## src/hw/rtl/lfpd_pkg.sv

```systemverilog
`default_nettype none
// ============================================================================
// lfpd_pkg
// Shared types, constants and tables of the line-follow PD steering block.
// ============================================================================

package lfpd_pkg;

    localparam int RAW_W     = 10;
    localparam int NUM_SENS  = 6;
    localparam int GAIN_W    = 8;
    localparam int MS_W      = 16;
    localparam int ELAPSED_W = 8;
    localparam int ERR_W     = 16;
    localparam int ACC_W     = 32;
    localparam int OPA_W     = 17;
    localparam int OPB_W     = 10;
    localparam int CFG_IDX_W = 4;
    localparam int CFG_DAT_W = 16;

    localparam logic [7:0]  LOST_LIMIT  = 8'd3;
    localparam logic [7:0]  LOST_MAX    = 8'd255;
    localparam logic [7:0]  PWM_MAX     = 8'd255;
    // right side: round(|cmd| * 16 / 15 / 256) = ((|cmd| + 120) >> 4) / 15
    localparam logic [31:0] RIGHT_BIAS  = 32'd120;
    localparam logic [27:0] RIGHT_LIMIT = 28'd3840;
    localparam logic [11:0] RECIP15     = 12'd2185;

    localparam logic signed [3:0] SENSOR_WEIGHT [NUM_SENS] =
        '{-4'sd5, -4'sd3, -4'sd1, 4'sd1, 4'sd3, 4'sd5};

    typedef enum logic [CFG_IDX_W-1:0] {
        REG_LINE_THRESHOLD = 4'd0,
        REG_PROP_GAIN      = 4'd1,
        REG_DERIV_GAIN     = 4'd2,
        REG_SMOOTH_ALPHA   = 4'd3,
        REG_TURN_SLOWDOWN  = 4'd4,
        REG_BASE_SPEED     = 4'd5,
        REG_SEARCH_SPEED   = 4'd6,
        REG_STALE_LIMIT_MS = 4'd7
    } t_reg_idx;

    typedef struct packed {
        logic [RAW_W-1:0]  line_threshold;
        logic [GAIN_W-1:0] prop_gain;
        logic [GAIN_W-1:0] deriv_gain;
        logic [GAIN_W-1:0] smooth_alpha;
        logic [GAIN_W-1:0] turn_slowdown;
        logic [GAIN_W-1:0] base_speed;
        logic [GAIN_W-1:0] search_speed;
        logic [MS_W-1:0]   stale_limit_ms;
    } t_cfg;

    typedef struct packed {
        logic                    en;
        logic                    clr;
        logic                    use_prod;
        logic signed [OPA_W-1:0] a;
        logic signed [OPB_W-1:0] b;
        logic signed [ACC_W-1:0] addend;
    } t_mac_ctl;

    // round(w * 256 / c), halves up, for |weighted sum| w and hit count c
    function automatic logic [11:0] err_mag(input logic [3:0] w, input logic [2:0] c);
        logic [11:0] q;
        q = 12'd0;
        case (c)
            3'd1: q = {w, 8'b0};
            3'd2: q = {1'b0, w, 7'b0};
            3'd4: q = {2'b0, w, 6'b0};
            3'd3: begin
                case (w)
                    4'd1:    q = 12'd85;
                    4'd2:    q = 12'd171;
                    4'd3:    q = 12'd256;
                    4'd4:    q = 12'd341;
                    4'd5:    q = 12'd427;
                    4'd6:    q = 12'd512;
                    4'd7:    q = 12'd597;
                    4'd8:    q = 12'd683;
                    4'd9:    q = 12'd768;
                    default: q = 12'd0;
                endcase
            end
            3'd5: begin
                case (w)
                    4'd1:    q = 12'd51;
                    4'd2:    q = 12'd102;
                    4'd3:    q = 12'd154;
                    4'd4:    q = 12'd205;
                    4'd5:    q = 12'd256;
                    4'd6:    q = 12'd307;
                    4'd7:    q = 12'd358;
                    4'd8:    q = 12'd410;
                    4'd9:    q = 12'd461;
                    default: q = 12'd0;
                endcase
            end
            3'd6: begin
                case (w)
                    4'd1:    q = 12'd43;
                    4'd2:    q = 12'd85;
                    4'd3:    q = 12'd128;
                    4'd4:    q = 12'd171;
                    4'd5:    q = 12'd213;
                    4'd6:    q = 12'd256;
                    4'd7:    q = 12'd299;
                    4'd8:    q = 12'd341;
                    4'd9:    q = 12'd384;
                    default: q = 12'd0;
                endcase
            end
            default: q = 12'd0;
        endcase
        return q;
    endfunction

endpackage

`default_nettype wire

```

## src/hw/rtl/lfpd_if.sv

```systemverilog
`default_nettype none
// ============================================================================
// lfpd interfaces
// Request channels of the steering block: sensor input, motor output and
// configuration write.
// ============================================================================

interface lfpd_in_if;
    logic                        valid;
    logic                        ready;
    logic [lfpd_pkg::RAW_W-1:0]  raw_0;
    logic [lfpd_pkg::RAW_W-1:0]  raw_1;
    logic [lfpd_pkg::RAW_W-1:0]  raw_2;
    logic [lfpd_pkg::RAW_W-1:0]  raw_3;
    logic [lfpd_pkg::RAW_W-1:0]  raw_4;
    logic [lfpd_pkg::RAW_W-1:0]  raw_5;
    logic                        fresh;
    logic [lfpd_pkg::ELAPSED_W-1:0] elapsed_ms;

    modport source (output valid, raw_0, raw_1, raw_2, raw_3, raw_4, raw_5,
                    fresh, elapsed_ms, input ready);
    modport sink   (input valid, raw_0, raw_1, raw_2, raw_3, raw_4, raw_5,
                    fresh, elapsed_ms, output ready);
endinterface

interface lfpd_out_if;
    logic       valid;
    logic       ready;
    logic       left_reverse;
    logic [7:0] left_duty;
    logic       right_reverse;
    logic [7:0] right_duty;
    logic       stopped;
    logic       searching;

    modport source (output valid, left_reverse, left_duty, right_reverse, right_duty,
                    stopped, searching, input ready);
    modport sink   (input valid, left_reverse, left_duty, right_reverse, right_duty,
                    stopped, searching, output ready);
endinterface

interface lfpd_cfg_if;
    logic                              valid;
    logic                              ready;
    logic [lfpd_pkg::CFG_IDX_W-1:0]    index;
    logic [lfpd_pkg::CFG_DAT_W-1:0]    data;

    modport source (output valid, index, data, input ready);
    modport sink   (input valid, index, data, output ready);
endinterface

`default_nettype wire

```

## src/hw/rtl/lfpd_cfg_regs.sv

```systemverilog
`default_nettype none
// ============================================================================
// lfpd_cfg_regs
// Configuration register file; writes beyond the last register are dropped.
// ============================================================================

module lfpd_cfg_regs (
    input  wire logic           i_clk,
    input  wire logic           i_rst_n,
    lfpd_cfg_if.sink            i_cfg,
    output lfpd_pkg::t_cfg      o_cfg
);

    lfpd_pkg::t_cfg r_cfg;

    assign i_cfg.ready = 1'b1;
    assign o_cfg       = r_cfg;

    always_ff @(posedge i_clk) begin
        if (!i_rst_n) begin
            r_cfg.line_threshold <= 10'd900;
            r_cfg.prop_gain      <= 8'd25;
            r_cfg.deriv_gain     <= 8'd65;
            r_cfg.smooth_alpha   <= 8'd115;
            r_cfg.turn_slowdown  <= 8'd18;
            r_cfg.base_speed     <= 8'd150;
            r_cfg.search_speed   <= 8'd110;
            r_cfg.stale_limit_ms <= 16'd120;
        end else if (i_cfg.valid) begin
            case (i_cfg.index)
                lfpd_pkg::REG_LINE_THRESHOLD: r_cfg.line_threshold <= i_cfg.data[9:0];
                lfpd_pkg::REG_PROP_GAIN:      r_cfg.prop_gain      <= i_cfg.data[7:0];
                lfpd_pkg::REG_DERIV_GAIN:     r_cfg.deriv_gain     <= i_cfg.data[7:0];
                lfpd_pkg::REG_SMOOTH_ALPHA:   r_cfg.smooth_alpha   <= i_cfg.data[7:0];
                lfpd_pkg::REG_TURN_SLOWDOWN:  r_cfg.turn_slowdown  <= i_cfg.data[7:0];
                lfpd_pkg::REG_BASE_SPEED:     r_cfg.base_speed     <= i_cfg.data[7:0];
                lfpd_pkg::REG_SEARCH_SPEED:   r_cfg.search_speed   <= i_cfg.data[7:0];
                lfpd_pkg::REG_STALE_LIMIT_MS: r_cfg.stale_limit_ms <= i_cfg.data;
                default: begin
                end
            endcase
        end
    end

endmodule

`default_nettype wire

```

## src/hw/rtl/lfpd_mac.sv

```systemverilog
`default_nettype none
// ============================================================================
// lfpd_mac
// Shared multiply-accumulate unit: acc <= (clr ? 0 : acc) + (a * b | addend).
// ============================================================================

module lfpd_mac (
    input  wire logic                                  i_clk,
    input  wire lfpd_pkg::t_mac_ctl                    i_ctl,
    output logic signed [lfpd_pkg::ACC_W-1:0]          o_acc
);

    localparam int PROD_W = lfpd_pkg::OPA_W + lfpd_pkg::OPB_W;

    logic signed [PROD_W-1:0]          prod;
    logic signed [lfpd_pkg::ACC_W-1:0] prod_ext;
    logic signed [lfpd_pkg::ACC_W-1:0] lhs;
    logic signed [lfpd_pkg::ACC_W-1:0] rhs;
    logic signed [lfpd_pkg::ACC_W-1:0] r_acc;

    always_comb begin
        prod     = i_ctl.a * i_ctl.b;
        prod_ext = {{(lfpd_pkg::ACC_W - PROD_W){prod[PROD_W-1]}}, prod};
        lhs      = i_ctl.clr ? '0 : r_acc;
        rhs      = i_ctl.use_prod ? prod_ext : i_ctl.addend;
    end

    always_ff @(posedge i_clk) begin
        if (i_ctl.en) begin
            r_acc <= lhs + rhs;
        end
    end

    assign o_acc = r_acc;

endmodule

`default_nettype wire

```

## src/hw/rtl/lfpd_seq.sv

```systemverilog
`default_nettype none
// ============================================================================
// lfpd_seq
// Sequencer: frame timing, line error, mode tracking, filter and PD steps
// on the shared MAC, and the motor output register.
// ============================================================================

module lfpd_seq (
    input  wire logic                          i_clk,
    input  wire logic                          i_rst_n,
    input  wire lfpd_pkg::t_cfg                i_cfg,
    lfpd_in_if.sink                            i_in,
    lfpd_out_if.source                         o_out,
    output lfpd_pkg::t_mac_ctl                 o_mac,
    input  wire logic signed [lfpd_pkg::ACC_W-1:0] i_acc
);

    localparam int ACC_W = lfpd_pkg::ACC_W;
    localparam int ERR_W = lfpd_pkg::ERR_W;
    localparam int NS    = lfpd_pkg::NUM_SENS;

    typedef enum logic [3:0] {
        S_IDLE, S_CHK, S_ERR, S_MIX0, S_MIX1, S_FILT, S_P, S_D,
        S_B0, S_B1, S_L, S_R, S_CMD, S_OUT
    } t_state;

    t_state                         r_state;
    logic [lfpd_pkg::RAW_W-1:0]     r_reading [NS];
    logic [lfpd_pkg::MS_W-1:0]      r_ms;
    logic [NS-1:0]                  r_hit;
    logic                           r_stale;
    logic signed [ERR_W-1:0]        r_err;
    logic signed [ERR_W-1:0]        r_filt;
    logic signed [ERR_W-1:0]        r_prev;
    logic signed [ERR_W-1:0]        r_last;
    logic signed [ERR_W:0]          r_diff;
    logic [ERR_W:0]                 r_absf;
    logic signed [ACC_W-1:0]        r_corr;
    logic signed [ACC_W-1:0]        r_cmd_l;
    logic signed [ACC_W-1:0]        r_cmd_r;
    logic [7:0]                     r_lost;
    logic                           r_tracking;
    logic                           r_out_valid;
    logic                           r_left_rev;
    logic [7:0]                     r_left_duty;
    logic                           r_right_rev;
    logic [7:0]                     r_right_duty;
    logic                           r_stopped;
    logic                           r_searching;

    logic                           in_acc;
    logic                           out_free;
    logic [lfpd_pkg::MS_W:0]        ms_sum;
    logic [lfpd_pkg::MS_W-1:0]      n_ms;
    logic [NS-1:0]                  hit;
    logic signed [4:0]              weighted;
    logic [2:0]                     hit_cnt;
    logic [4:0]                     abs_w;
    logic [11:0]                    mag;
    logic signed [ERR_W-1:0]        n_err;
    logic [7:0]                     n_lost;
    logic                           n_track;
    logic signed [ACC_W-1:0]        spin;
    logic                           mix_neg;
    logic [ACC_W-1:0]               mix_abs;
    logic [ACC_W-1:0]               mix_rnd;
    logic signed [ERR_W-1:0]        n_filt;
    logic signed [ERR_W:0]          n_diff;
    logic [ERR_W:0]                 n_absf;
    logic [ACC_W-1:0]               l_abs;
    logic [ACC_W-1:0]               l_rnd;
    logic [7:0]                     l_pwm;
    logic [ACC_W-1:0]               rt_abs;
    logic [ACC_W-1:0]               rt_biased;
    logic [27:0]                    rt_y;
    logic [23:0]                    rt_q;
    logic [7:0]                     rt_pwm;

    assign in_acc      = i_in.valid && i_in.ready;
    assign i_in.ready  = (r_state == S_IDLE);
    assign out_free    = !r_out_valid || o_out.ready;

    assign o_out.valid         = r_out_valid;
    assign o_out.left_reverse  = r_left_rev;
    assign o_out.left_duty     = r_left_duty;
    assign o_out.right_reverse = r_right_rev;
    assign o_out.right_duty    = r_right_duty;
    assign o_out.stopped       = r_stopped;
    assign o_out.searching     = r_searching;

    // frame timing
    always_comb begin
        ms_sum = {1'b0, r_ms} + {9'b0, i_in.elapsed_ms};
        if (i_in.fresh) begin
            n_ms = '0;
        end else if (ms_sum[lfpd_pkg::MS_W]) begin
            n_ms = '1;
        end else begin
            n_ms = ms_sum[lfpd_pkg::MS_W-1:0];
        end
    end

    // line error from hit pattern
    always_comb begin
        for (int i = 0; i < NS; i++) begin
            hit[i] = r_reading[i] > i_cfg.line_threshold;
        end
        weighted = '0;
        hit_cnt  = '0;
        for (int i = 0; i < NS; i++) begin
            if (r_hit[i]) begin
                weighted = weighted + {lfpd_pkg::SENSOR_WEIGHT[i][3],
                                       lfpd_pkg::SENSOR_WEIGHT[i]};
                hit_cnt  = hit_cnt + 3'd1;
            end
        end
        abs_w  = weighted[4] ? 5'(-weighted) : weighted;
        mag    = lfpd_pkg::err_mag(abs_w[3:0], hit_cnt);
        n_err  = weighted[4] ? (16'd0 - {4'b0, mag}) : {4'b0, mag};
        n_lost = (r_lost == lfpd_pkg::LOST_MAX) ? r_lost : r_lost + 8'd1;
        n_track = (hit_cnt != 3'd0) || (r_tracking && (n_lost < lfpd_pkg::LOST_LIMIT));
        spin   = $signed({16'b0, i_cfg.search_speed, 8'b0});
    end

    // filter rounding and saturation
    always_comb begin
        mix_neg = i_acc[ACC_W-1];
        mix_abs = mix_neg ? ACC_W'(-i_acc) : ACC_W'(i_acc);
        mix_rnd = (mix_abs + 32'd128) >> 8;
        if (!mix_neg && mix_rnd > 32'd32767) begin
            n_filt = 16'sh7FFF;
        end else if (mix_neg && mix_rnd > 32'd32768) begin
            n_filt = 16'sh8000;
        end else if (mix_neg) begin
            n_filt = 16'd0 - mix_rnd[15:0];
        end else begin
            n_filt = mix_rnd[15:0];
        end
        n_diff = {n_filt[ERR_W-1], n_filt} - {r_prev[ERR_W-1], r_prev};
        n_absf = n_filt[ERR_W-1] ? (17'd0 - {1'b1, n_filt}) : {1'b0, n_filt};
    end

    // motor command to direction and duty
    always_comb begin
        l_abs     = r_cmd_l[ACC_W-1] ? ACC_W'(-r_cmd_l) : ACC_W'(r_cmd_l);
        l_rnd     = (l_abs + 32'd128) >> 8;
        l_pwm     = (l_rnd > 32'd255) ? lfpd_pkg::PWM_MAX : l_rnd[7:0];
        rt_abs    = r_cmd_r[ACC_W-1] ? ACC_W'(-r_cmd_r) : ACC_W'(r_cmd_r);
        rt_biased = rt_abs + lfpd_pkg::RIGHT_BIAS;
        rt_y      = rt_biased[31:4];
        rt_q      = rt_y[11:0] * lfpd_pkg::RECIP15;
        rt_pwm    = (rt_y >= lfpd_pkg::RIGHT_LIMIT) ? lfpd_pkg::PWM_MAX : rt_q[22:15];
    end

    // MAC schedule
    always_comb begin
        o_mac          = '0;
        o_mac.use_prod = 1'b1;
        case (r_state)
            S_MIX0: begin
                o_mac.en  = 1'b1;
                o_mac.clr = 1'b1;
                o_mac.a   = {r_filt[ERR_W-1], r_filt};
                o_mac.b   = {2'b0, i_cfg.smooth_alpha};
            end
            S_MIX1: begin
                o_mac.en = 1'b1;
                o_mac.a  = {r_err[ERR_W-1], r_err};
                o_mac.b  = {1'b0, 9'd256 - {1'b0, i_cfg.smooth_alpha}};
            end
            S_P: begin
                o_mac.en  = 1'b1;
                o_mac.clr = 1'b1;
                o_mac.a   = {r_filt[ERR_W-1], r_filt};
                o_mac.b   = {2'b0, i_cfg.prop_gain};
            end
            S_D: begin
                o_mac.en = 1'b1;
                o_mac.a  = r_diff;
                o_mac.b  = {2'b0, i_cfg.deriv_gain};
            end
            S_B0: begin
                o_mac.en  = 1'b1;
                o_mac.clr = 1'b1;
                o_mac.a   = {9'b0, i_cfg.base_speed};
                o_mac.b   = 10'sd256;
            end
            S_B1: begin
                o_mac.en = 1'b1;
                o_mac.a  = r_absf;
                o_mac.b  = 10'd0 - {2'b0, i_cfg.turn_slowdown};
            end
            S_L: begin
                o_mac.en       = 1'b1;
                o_mac.use_prod = 1'b0;
                o_mac.addend   = -r_corr;
            end
            S_R: begin
                o_mac.en       = 1'b1;
                o_mac.use_prod = 1'b0;
                o_mac.addend   = r_corr <<< 1;
            end
            default: begin
            end
        endcase
    end

    always_ff @(posedge i_clk) begin
        if (!i_rst_n) begin
            r_state     <= S_IDLE;
            for (int i = 0; i < NS; i++) begin
                r_reading[i] <= '0;
            end
            r_ms        <= '1;
            r_filt      <= '0;
            r_prev      <= '0;
            r_last      <= '0;
            r_lost      <= '0;
            r_tracking  <= 1'b0;
            r_out_valid <= 1'b0;
        end else begin
            if (r_state == S_OUT && out_free) begin
                r_out_valid <= 1'b1;
            end else if (o_out.ready) begin
                r_out_valid <= 1'b0;
            end
            case (r_state)
                S_IDLE: begin
                    if (in_acc) begin
                        if (i_in.fresh) begin
                            r_reading[0] <= i_in.raw_0;
                            r_reading[1] <= i_in.raw_1;
                            r_reading[2] <= i_in.raw_2;
                            r_reading[3] <= i_in.raw_3;
                            r_reading[4] <= i_in.raw_4;
                            r_reading[5] <= i_in.raw_5;
                        end
                        r_ms    <= n_ms;
                        r_state <= S_CHK;
                    end
                end
                S_CHK: begin
                    r_hit <= hit;
                    if (r_ms > i_cfg.stale_limit_ms) begin
                        r_stale <= 1'b1;
                        r_cmd_l <= '0;
                        r_cmd_r <= '0;
                        r_state <= S_OUT;
                    end else begin
                        r_stale <= 1'b0;
                        r_state <= S_ERR;
                    end
                end
                S_ERR: begin
                    if (hit_cnt != 3'd0) begin
                        r_err  <= n_err;
                        r_last <= n_err;
                        r_lost <= '0;
                    end else begin
                        r_err  <= '0;
                        r_lost <= n_lost;
                    end
                    r_tracking <= n_track;
                    if (n_track) begin
                        r_state <= S_MIX0;
                    end else begin
                        // spin toward the side the line was last seen
                        if (r_last > 0) begin
                            r_cmd_l <= -spin;
                            r_cmd_r <= spin;
                        end else begin
                            r_cmd_l <= spin;
                            r_cmd_r <= -spin;
                        end
                        r_state <= S_OUT;
                    end
                end
                S_MIX0: r_state <= S_MIX1;
                S_MIX1: r_state <= S_FILT;
                S_FILT: begin
                    r_filt  <= n_filt;
                    r_prev  <= n_filt;
                    r_diff  <= n_diff;
                    r_absf  <= n_absf;
                    r_state <= S_P;
                end
                S_P:  r_state <= S_D;
                S_D:  r_state <= S_B0;
                S_B0: begin
                    r_corr  <= i_acc;
                    r_state <= S_B1;
                end
                S_B1: r_state <= S_L;
                S_L:  r_state <= S_R;
                S_R: begin
                    r_cmd_l <= i_acc;
                    r_state <= S_CMD;
                end
                S_CMD: begin
                    r_cmd_r <= i_acc;
                    r_state <= S_OUT;
                end
                S_OUT: begin
                    if (out_free) begin
                        r_left_rev   <= r_cmd_l[ACC_W-1];
                        r_left_duty  <= l_pwm;
                        r_right_rev  <= r_cmd_r[ACC_W-1];
                        r_right_duty <= rt_pwm;
                        r_stopped    <= r_stale;
                        r_searching  <= !r_tracking;
                        r_state      <= S_IDLE;
                    end
                end
                default: r_state <= S_IDLE;
            endcase
        end
    end

endmodule

`default_nettype wire

```

## src/hw/rtl/line_follow_pd_steering.sv

```systemverilog
`default_nettype none
// ============================================================================
// line_follow_pd_steering
// Line-follow PD steering: sensor frame in, two motor commands out.
// ============================================================================
// One request at a time. In track mode the single multiply-accumulate unit
// steps in turn through the smoothing filter, the P and D terms, the base
// slowdown and the two motor sums; search mode and stale frames skip it.
// A new request is taken in the cycle after the result is loaded; the result
// register lets it wait for the sink without holding up the next request.
// Configuration writes are taken at any time and must only be issued while
// the block is idle.
// ============================================================================

module line_follow_pd_steering (
    input  wire logic   i_clk,
    input  wire logic   i_rst_n,
    lfpd_in_if.sink     i_in,
    lfpd_out_if.source  o_out,
    lfpd_cfg_if.sink    i_cfg
);

    lfpd_pkg::t_cfg                         cfg;
    lfpd_pkg::t_mac_ctl                     mac_ctl;
    logic signed [lfpd_pkg::ACC_W-1:0]      acc;

    lfpd_cfg_regs u_cfg (
        .i_clk   (i_clk),
        .i_rst_n (i_rst_n),
        .i_cfg   (i_cfg),
        .o_cfg   (cfg)
    );

    lfpd_mac u_mac (
        .i_clk (i_clk),
        .i_ctl (mac_ctl),
        .o_acc (acc)
    );

    lfpd_seq u_seq (
        .i_clk   (i_clk),
        .i_rst_n (i_rst_n),
        .i_cfg   (cfg),
        .i_in    (i_in),
        .o_out   (o_out),
        .o_mac   (mac_ctl),
        .i_acc   (acc)
    );

    a_busy_after_req: assert property (@(posedge i_clk) disable iff (!i_rst_n)
        (i_in.valid && i_in.ready) |=> !i_in.ready)
        else $error("input ready while a request is in progress");

    a_stop_zero: assert property (@(posedge i_clk) disable iff (!i_rst_n)
        (o_out.valid && o_out.stopped) |->
            (o_out.left_duty == 8'd0 && o_out.right_duty == 8'd0 &&
             !o_out.left_reverse && !o_out.right_reverse))
        else $error("motors driven while frames are stale");

    a_search_spin: assert property (@(posedge i_clk) disable iff (!i_rst_n)
        (o_out.valid && !o_out.stopped && o_out.searching && o_out.left_duty != 8'd0)
            |-> (o_out.left_reverse != o_out.right_reverse))
        else $error("search mode result is not a spin");

endmodule

`default_nettype wire

```

## src/flat_wrapper.sv

```systemverilog
// flat-port wrapper written by rule: the top's interface ports become plain ports
module line_follow_pd_steering_flat 
  (i_clk, i_rst_n, i_in_valid, i_in_raw_0, i_in_raw_1, i_in_raw_2, i_in_raw_3, i_in_raw_4, i_in_raw_5, i_in_fresh, i_in_elapsed_ms, i_in_ready, o_out_valid, o_out_left_reverse, o_out_left_duty, o_out_right_reverse, o_out_right_duty, o_out_stopped, o_out_searching, o_out_ready, i_cfg_valid, i_cfg_index, i_cfg_data, i_cfg_ready);
  lfpd_in_if i_in_i ();
  lfpd_out_if o_out_i ();
  lfpd_cfg_if i_cfg_i ();
  input  wire logic i_clk;
  input  wire logic i_rst_n;
  input wire logic [$bits(i_in_i.valid)-1:0] i_in_valid;
  input wire logic [$bits(i_in_i.raw_0)-1:0] i_in_raw_0;
  input wire logic [$bits(i_in_i.raw_1)-1:0] i_in_raw_1;
  input wire logic [$bits(i_in_i.raw_2)-1:0] i_in_raw_2;
  input wire logic [$bits(i_in_i.raw_3)-1:0] i_in_raw_3;
  input wire logic [$bits(i_in_i.raw_4)-1:0] i_in_raw_4;
  input wire logic [$bits(i_in_i.raw_5)-1:0] i_in_raw_5;
  input wire logic [$bits(i_in_i.fresh)-1:0] i_in_fresh;
  input wire logic [$bits(i_in_i.elapsed_ms)-1:0] i_in_elapsed_ms;
  output wire logic [$bits(i_in_i.ready)-1:0] i_in_ready;
  output wire logic [$bits(o_out_i.valid)-1:0] o_out_valid;
  output wire logic [$bits(o_out_i.left_reverse)-1:0] o_out_left_reverse;
  output wire logic [$bits(o_out_i.left_duty)-1:0] o_out_left_duty;
  output wire logic [$bits(o_out_i.right_reverse)-1:0] o_out_right_reverse;
  output wire logic [$bits(o_out_i.right_duty)-1:0] o_out_right_duty;
  output wire logic [$bits(o_out_i.stopped)-1:0] o_out_stopped;
  output wire logic [$bits(o_out_i.searching)-1:0] o_out_searching;
  input wire logic [$bits(o_out_i.ready)-1:0] o_out_ready;
  input wire logic [$bits(i_cfg_i.valid)-1:0] i_cfg_valid;
  input wire logic [$bits(i_cfg_i.index)-1:0] i_cfg_index;
  input wire logic [$bits(i_cfg_i.data)-1:0] i_cfg_data;
  output wire logic [$bits(i_cfg_i.ready)-1:0] i_cfg_ready;
  assign i_in_i.valid = i_in_valid;
  assign i_in_i.raw_0 = i_in_raw_0;
  assign i_in_i.raw_1 = i_in_raw_1;
  assign i_in_i.raw_2 = i_in_raw_2;
  assign i_in_i.raw_3 = i_in_raw_3;
  assign i_in_i.raw_4 = i_in_raw_4;
  assign i_in_i.raw_5 = i_in_raw_5;
  assign i_in_i.fresh = i_in_fresh;
  assign i_in_i.elapsed_ms = i_in_elapsed_ms;
  assign i_in_ready = i_in_i.ready;
  assign o_out_valid = o_out_i.valid;
  assign o_out_left_reverse = o_out_i.left_reverse;
  assign o_out_left_duty = o_out_i.left_duty;
  assign o_out_right_reverse = o_out_i.right_reverse;
  assign o_out_right_duty = o_out_i.right_duty;
  assign o_out_stopped = o_out_i.stopped;
  assign o_out_searching = o_out_i.searching;
  assign o_out_i.ready = o_out_ready;
  assign i_cfg_i.valid = i_cfg_valid;
  assign i_cfg_i.index = i_cfg_index;
  assign i_cfg_i.data = i_cfg_data;
  assign i_cfg_ready = i_cfg_i.ready;
  line_follow_pd_steering u_core (.i_clk(i_clk), .i_rst_n(i_rst_n), .i_in(i_in_i), .o_out(o_out_i), .i_cfg(i_cfg_i));
endmodule
```

## config.mk

```make
export PLATFORM = sky130hd
export DESIGN_NAME = line_follow_pd_steering_flat
export DESIGN_NICKNAME = d
export VERILOG_FILES = /design/src/hw/rtl/lfpd_pkg.sv /design/src/hw/rtl/lfpd_if.sv /design/src/hw/rtl/lfpd_cfg_regs.sv /design/src/hw/rtl/lfpd_mac.sv /design/src/hw/rtl/lfpd_seq.sv /design/src/hw/rtl/line_follow_pd_steering.sv /design/src/flat_wrapper.sv
export SDC_FILE = /design/constraint.sdc
export NUM_CORES = 2
export LEC_CHECK = 0
export BUFFER_PORTS_ARGS = -buffer_cell sky130_fd_sc_hd__clkbuf_2
export CORE_UTILIZATION = 40
export CTS_CLUSTER_SIZE = 24
export DETAILED_ROUTE_END_ITERATION = 10
export GPL_TIMING_DRIVEN = 0
export PLACE_DENSITY = 0.55
export SLEW_MARGIN = 15
export SYNTH_ARGS = -nofsm -noshare
export SYNTH_HDL_FRONTEND = slang
export SYNTH_SLANG_ARGS = --single-unit
```

## constraint.sdc

```tcl
create_clock -name i_clk -period 17 [get_ports i_clk]
set_clock_uncertainty 0.05 [all_clocks]
set_input_delay 4.25 -clock i_clk [delete_from_list [all_inputs] [get_ports i_clk]]
set_output_delay 4.25 -clock i_clk [all_outputs]
set_load 0.02 [all_outputs]
```

---- Word-level counts from Yosys, hierarchy flattened ----
Memories as Yosys holds them, arrays and structs flattened.
Cells that the tools add are included.
operators by class
  bitwise gates (word level) .............. 6
  magnitude comparators ................... 13
  multiply operators ...................... 2
  equality and inequality tests ........... 31
  add/subtract/negate cells ............... 28
  reduce and logical (&&, ||, !) cells .... 37
  multiplexer cells ....................... 59
operators with widths
  cell                    number
  $mux 32                 10
  $pmux 32 s3             2
  $pmux 27 s6             1
  $neg 32->32             4
  $mux 16                 6
  $pmux 12 s6             1
  $add 32x8->32 const B   2
  $pmux 32 s2             1
  $gt 10x10->1            6
  $mux 10                 6
  $pmux 4 s14             1
  $add 32x32->32          1
  $add 32x7->32 const B   1
  $eq 4x3->1 const B      8
  $neg 16->32             1
  $mux 5                  6
  $reduce_and 2->1        15
  $ge 28x12->1 const B    1
  $mul 17x10->27          1
  $eq 4x4->1 const B      6
  $gt 24x15->1 const B    1
  $gt 24x16->1 const B    1
  $gt 24x8->1 const B     1
  $mul 12x12->23 const B  1
  other kinds (42)        92
storage, ports and cells
  memory bits (writable) .................. 60
  ROM bits ................................ 448
  register bits after elaboration ......... 341
  output and inout port bits .............. 23
  word-level logic and storage cells ...... 211
  memories kept ........................... 4
memory list
  memory                  depth  bits a word  rd ports  clocked after memory_dff  wr ports  line             source
  (no name shown)         16     10           1         0                         0         lfpd_pkg.sv:72   case (w)
  (no name shown)         16     9            1         0                         0         lfpd_pkg.sv:86   case (w)
  (no name shown)         16     9            1         0                         0         lfpd_pkg.sv:100  case (w)
  u_core.u_seq.r_reading  6      10           6         0                         6         lfpd_seq.sv:28   logic [lfpd_pkg::RAW_W-1:0] r_reading [NS];

---- Logic depth before layout (Yosys ltp) ----
An unclocked memory read counts as a cell.
  word-level depth ........................ 17
  mapped depth ............................ 41
  depth with buffers taken out ............ 41

---- Hierarchy ----
From an unflattened synthesis, not the netlist that was laid out.
unflattened totals
  cells, all modules ...................... 4111
  area, all modules ....................... 35863.1 um^2
by module, submodules not included
  module         cells each  area each (um^2)  times used  seq. area each (um^2)
  lfpd_seq       2762        23740.3           1           8087.8
  lfpd_mac       1046        9155.0            1           960.9
  lfpd_cfg_regs  303         2967.8            1           1481.4

---- Worst setup path after synthesis ----
No wires, ideal clock.
  path type ............................... register to register
  start point ............................. register u_core.u_seq.r_state[0]
  end point ............................... register u_core.u_mac.r_acc (netlist bit u_core.u_mac.o_acc[29]), data pin
  cell stages (with the launch flop) ...... 41
  clock period less this slack ............ 8704 ps
  data arrival time ....................... 8396 ps
  path slack .............................. 8296 ps
  cells stage by stage .................... dfxtp_1 -> nand2b_1 -> nor3_1 -> clkbuf_1 -> clkbuf_1 -> a22oi_1 -> nand2_1 -> clkbuf_1 -> nand2_1 -> fa_1 -> inv_1 -> ha_1 -> ha_1 -> inv_1 -> fa_1 -> fa_1 -> inv_1 -> ha_1 -> (+5 left out) -> o21ai_0 -> a21o_1 -> nand3b_1 -> a21o_1 -> a21oi_1 -> xor2_1 -> a21oi_1 -> ha_1 -> a21o_1 -> a21oi_1 -> o21bai_1 -> a21o_1 -> a21o_1 -> o41ai_1 -> o211a_1 -> nand2b_1 -> a41o_1 -> xnor2_1
on the way
  cells in the longest elaborated chain, start to end .. 5
  elaborated cells on any way between the ends .. 17
  classes of those cells .................. add/sub: 1; mul: 1; eq/ne: 8; mux: 5; reduce/logical: 2
RTL lines
  item                                                   line                             source
  start, declared                                        lfpd_seq.sv:27                   t_state r_state;
  start signal, assigned                                 lfpd_seq.sv:210                  r_state <= S_IDLE;
  start signal, assigned                                 lfpd_seq.sv:239                  r_state <= S_CHK;
  start signal, assigned                                 lfpd_seq.sv:248                  r_state <= S_OUT;
  $eq 4x4->1, or another cell as far along               lfpd_seq.sv:159                  case (r_state)
  $pmux 27 s6 / $reduce_or 3->1 (equally long branches)  -
  $mul 17x10->27 / $mux 1 (equally long branches)        lfpd_mac.sv:22, lfpd_seq.sv:159
  $mux 32 (on tied branches)                             lfpd_mac.sv:25, lfpd_mac.sv:24
  $add 32x32->32 *                                       lfpd_mac.sv:30                   r_acc <= lhs + rhs;
  end signal, assigned                                   lfpd_mac.sv:30
  end, declared                                          lfpd_mac.sv:19                   logic signed [lfpd_pkg::ACC_W-1:0] r_acc;
Mark *: on every way between the ends. The rest lies on a longest branch, timed or not.
A chain may end at the register's enable or synchronous reset.

---- Worst setup path after layout ----
Ends and elaborated chain as after synthesis.

==> results.cfg <==
[outcome]
status = finished, violations left
violations = DRC

[global_route]
grt.overflow.total = 0
grt_pass1_wl_mm = 169
grt_max_degree = 57
grt_pass1_vias = 29300
antenna_found_initial = 0
track_usage_pct = 23.7

[worst_hold_path]
hold_class = register to register
holdPathEnd = u_core.u_seq.o_out.stopped$_DFFE_PP_
worstHoldPathCells = 0
hp-start = u_core.u_seq.r_stale$_DFFE_PP_

[placed_design]
place_hpwl_mm = 84.0
place_congestion = 0.928
io_buffers = 104
dpl-instance-area_um2 = 38000

[synthesis]
syn-instance-count = 4108
synth_xor_area_share_pct = 6.12
synth_top_family_by_area = simple AND/OR/NAND/NOR gates
synth_compound_area_share_pct = 16.8
yosysWarnings = 0
ys_types = 121
asyncSetResetFlopFracSynth_pct = 0
yosys.area.top_type_share_pct = 22.0
synthTopCellsByCount = nand2_1, inv_1, nor2_1
yosys.area_share.simple_pct = 20.4
ys_ff_latch = 395
syn-cell-area_um2 = 35800
ys_seq_area_share_pct = 29.4
synth_area_leaders = edfxtp_1, ha_1, fa_1
synth_fa_ha_area_share_pct = 18.7
synth_most_common_cell = nand2_1
syn_nets = 4642
synth_edf_count = 262
syn_avg_cell_area_um2 = 8.71
yosysTopAreaCell = edfxtp_1
ys.flop_type = edfxtp_1
synthMuxAreaShare_pct = 2.43

[sta]
setup_viol = 0
fin_crit_sh_pct = 67.1
timing.slew.headroom_pct = 20.5
final_hold_viol_count = 0
fmax_mhz = 87.7
period_minus_slack_ps = 11410
max_slew.worst_pin.slew_ps = 1190
slew_viol_final = 0
finalSetupTns_ps = 0
grt_setup_unrepaired = false

[finish]
num-nets-final = 4812
area_growth_pct = 11.0
register_area_um2 = 10500
fin_area_um2 = 39700
multiInputGateArea_um2 = 23100
fill_cells = 8786
drive_gt1_share_pct = 7.25

[clocking]
cts_htree_levels = 2
clockBufferDepth = 3
clkTransAtPathRegs_ps = 60
holdBufCountCts = 0
cts_setup_buffers = 0
cts_resized = 0
insertion_delay_ps = 670
cts-root-buf = clkbuf_16
cts_tree = built
cts.sinks = 395
numCtsBuffers = 50

[routing]
drcViolationCount = 8
vias = 30400
routed_wl_mm = 107
drt_iter0_drc = 2070
ant_nets = 0
vias_per_cell = 5.53
wl_per_cell_um = 19.5
drt_pass1_iterations = 10

[critical_path]
crit_path_max_fanout = 10
r2r-end = u_core.u_mac.o_acc[29]$_DFFE_PP_
path_class = register to register
crit_required_ps = 17300
r2r_slack_ps = 5590
startpoint_type = register
cpPeakStageDelay_ps = 830
cpMostUsedCell = a21o_1
worst_ep_arrival_time_ps = 11700
cp-end-kind = register
critPathSlowestCell = nor3_1
rr_startpoint = u_core.u_seq.r_state[0]$_SDFFE_PN0P_
ff2ff_path_depth = 40

[floorplan]
dieArea_um2 = 90600
die_h_um = 301
rows = 109
pin_count = 117
start_util_pct = 40.4
core_region_area_um2 = 88500
die_w_um = 301

[job]
cap_viol_max_count = 0

[power]
ir_worst_vdd_mv = 0.296
p_leak_nw = 16.4
switchingPower_mw = 4.10
switching_share_pct = 49.9
pwr-share-clk_pct = 13.4
power_mw = 8.21
internal_power_mw = 4.11
power_density_nw_per_um2 = 207
seq_power_share_pct = 19.1
combPwrFrac_pct = 67.5
-- cell usage in the layout, fill, tap and decap left out, drive strengths merged, types with 53 or more instances in the layout --
master,instances
clkbuf,333
inv,368
nand4,61
o21ai,178
fa,157
xor2,89
dfxtp,133
nand2,497
nand3,93
and2,126
edfxtp,262
nor2,316
nor3,102
a21o,53
xnor2,154
mux2i,71
ha,283
a21oi,240
nor2b,56
-- metrics by stage --
stage	util, %	setup slack [ps]	std cells	hold WS, ps
3_5_place_dp	42.9	5820	5391	359
2_1_floorplan	-	8300	4108	350
3_3_place_gp	42.6	5300	5377	357
5_1_grt	44.9	4870	5484	390
4_1_cts	44.9	5700	5484	373
6_report	44.9	5590	5485	378
-- worst max path at each step --
stage | startpoint | endpoint | slack (ps) | cells after the start
floorplan | u_core.u_seq.r_state[0]$_SDFFE_PN0P_ | u_core.u_mac.o_acc[29]$_DFFE_PP_ | 8300 | 40
global placement | i_rst_n | u_core.u_seq.r_corr[17]$_DFFE_PP_ | 5300 | 4
detailed placement | u_core.u_seq.r_state[0]$_SDFFE_PN0P_ | u_core.u_mac.o_acc[29]$_DFFE_PP_ | 5820 | 40
CTS | u_core.u_seq.r_state[0]$_SDFFE_PN0P_ | u_core.u_mac.o_acc[29]$_DFFE_PP_ | 5700 | 40
global route | u_core.u_mac.o_acc[31]$_DFFE_PP_ | u_core.u_seq.r_diff[16]$_DFFE_PP_ | 4870 | 38
finish | u_core.u_seq.r_state[0]$_SDFFE_PN0P_ | u_core.u_mac.o_acc[29]$_DFFE_PP_ | 5590 | 40
-- registers in the layout (all words and copies together) (netlist names), 17 cells and up --
register / count
u_core.u_seq.r_diff: 17
u_core.u_cfg.o_cfg: 74
u_core.u_seq.r_absf: 17
u_core.u_seq.r_corr: 32
u_core.u_mac.o_acc: 32
u_core.u_seq.r_cmd_l: 32
u_core.u_seq.r_reading: 60
u_core.u_seq.r_cmd_r: 32
-- worst max-delay path, delay by kind of cell, from the launching register on --
| kind | cells | cell delay, ps |
|---|---|---|
| buf+inv | 6 | 1610 |
| simple gates | 7 | 1860 |
| xor+xnor | 2 | 380 |
| flops | 1 | 340 |
| fa+ha+maj | 7 | 2760 |
| compound gates | 18 | 4060 |
-- per-layer routing --
metal | vias up | GRT usage [%] | share of wire, %
li1 | 14800 | - | -
met1 | 14600 | 32.4 | 46
met2 | 788 | 39.5 | 47
met3 | 156 | 2.15 | 4.5
met4 | 0 | 7.41 | 2.9
met5 | - | 0 | 0
-- kinds of logic (layout without fill, tap and decap cells) --
| logic type | Yosys count | in the layout |
|---|---|---|
| buffers and inverters | 572 | 783 |
| XOR/XNOR | 245 | 245 |
| AND/OR/NAND/NOR | 1490 | 1490 |
| other | 2 | 3 |
| multiplexers | 82 | 82 |
| flip-flops | 395 | 395 |
| AO/OA/AOI/OAI | 881 | 881 |
| adder cells (fa/ha/maj) | 441 | 441 |
-- power groups by stage --
stage | clock network (mW) | registers, mW | logic (mW)
6_report | 1.10 | 1.56 | 5.54
3_5_place_dp | 0 | 1.58 | 5.48
4_1_cts | 1.12 | 1.56 | 5.53
3_3_place_gp | 0 | 1.60 | 5.41
5_1_grt | 1.16 | 1.58 | 6.21
2_1_floorplan | 0 | 1.50 | 4.10
-- layout make-up --
type                            instances  share of cell area [%]
Multi-Input combinational cell       3141                    58.2
Sequential cell                       395                    26.5
Tap cell                             1165                    3.67
Inverter                              368                    3.48
Clock buffer                           55                    3.22
Buffer                                204                    2.02
Timing Repair Buffer                  118                    1.79
Clock inverter                         38                    1.07
Antenna cell                            1                 0.00630
No activity file was read; power rests on OpenSTA's default activity.
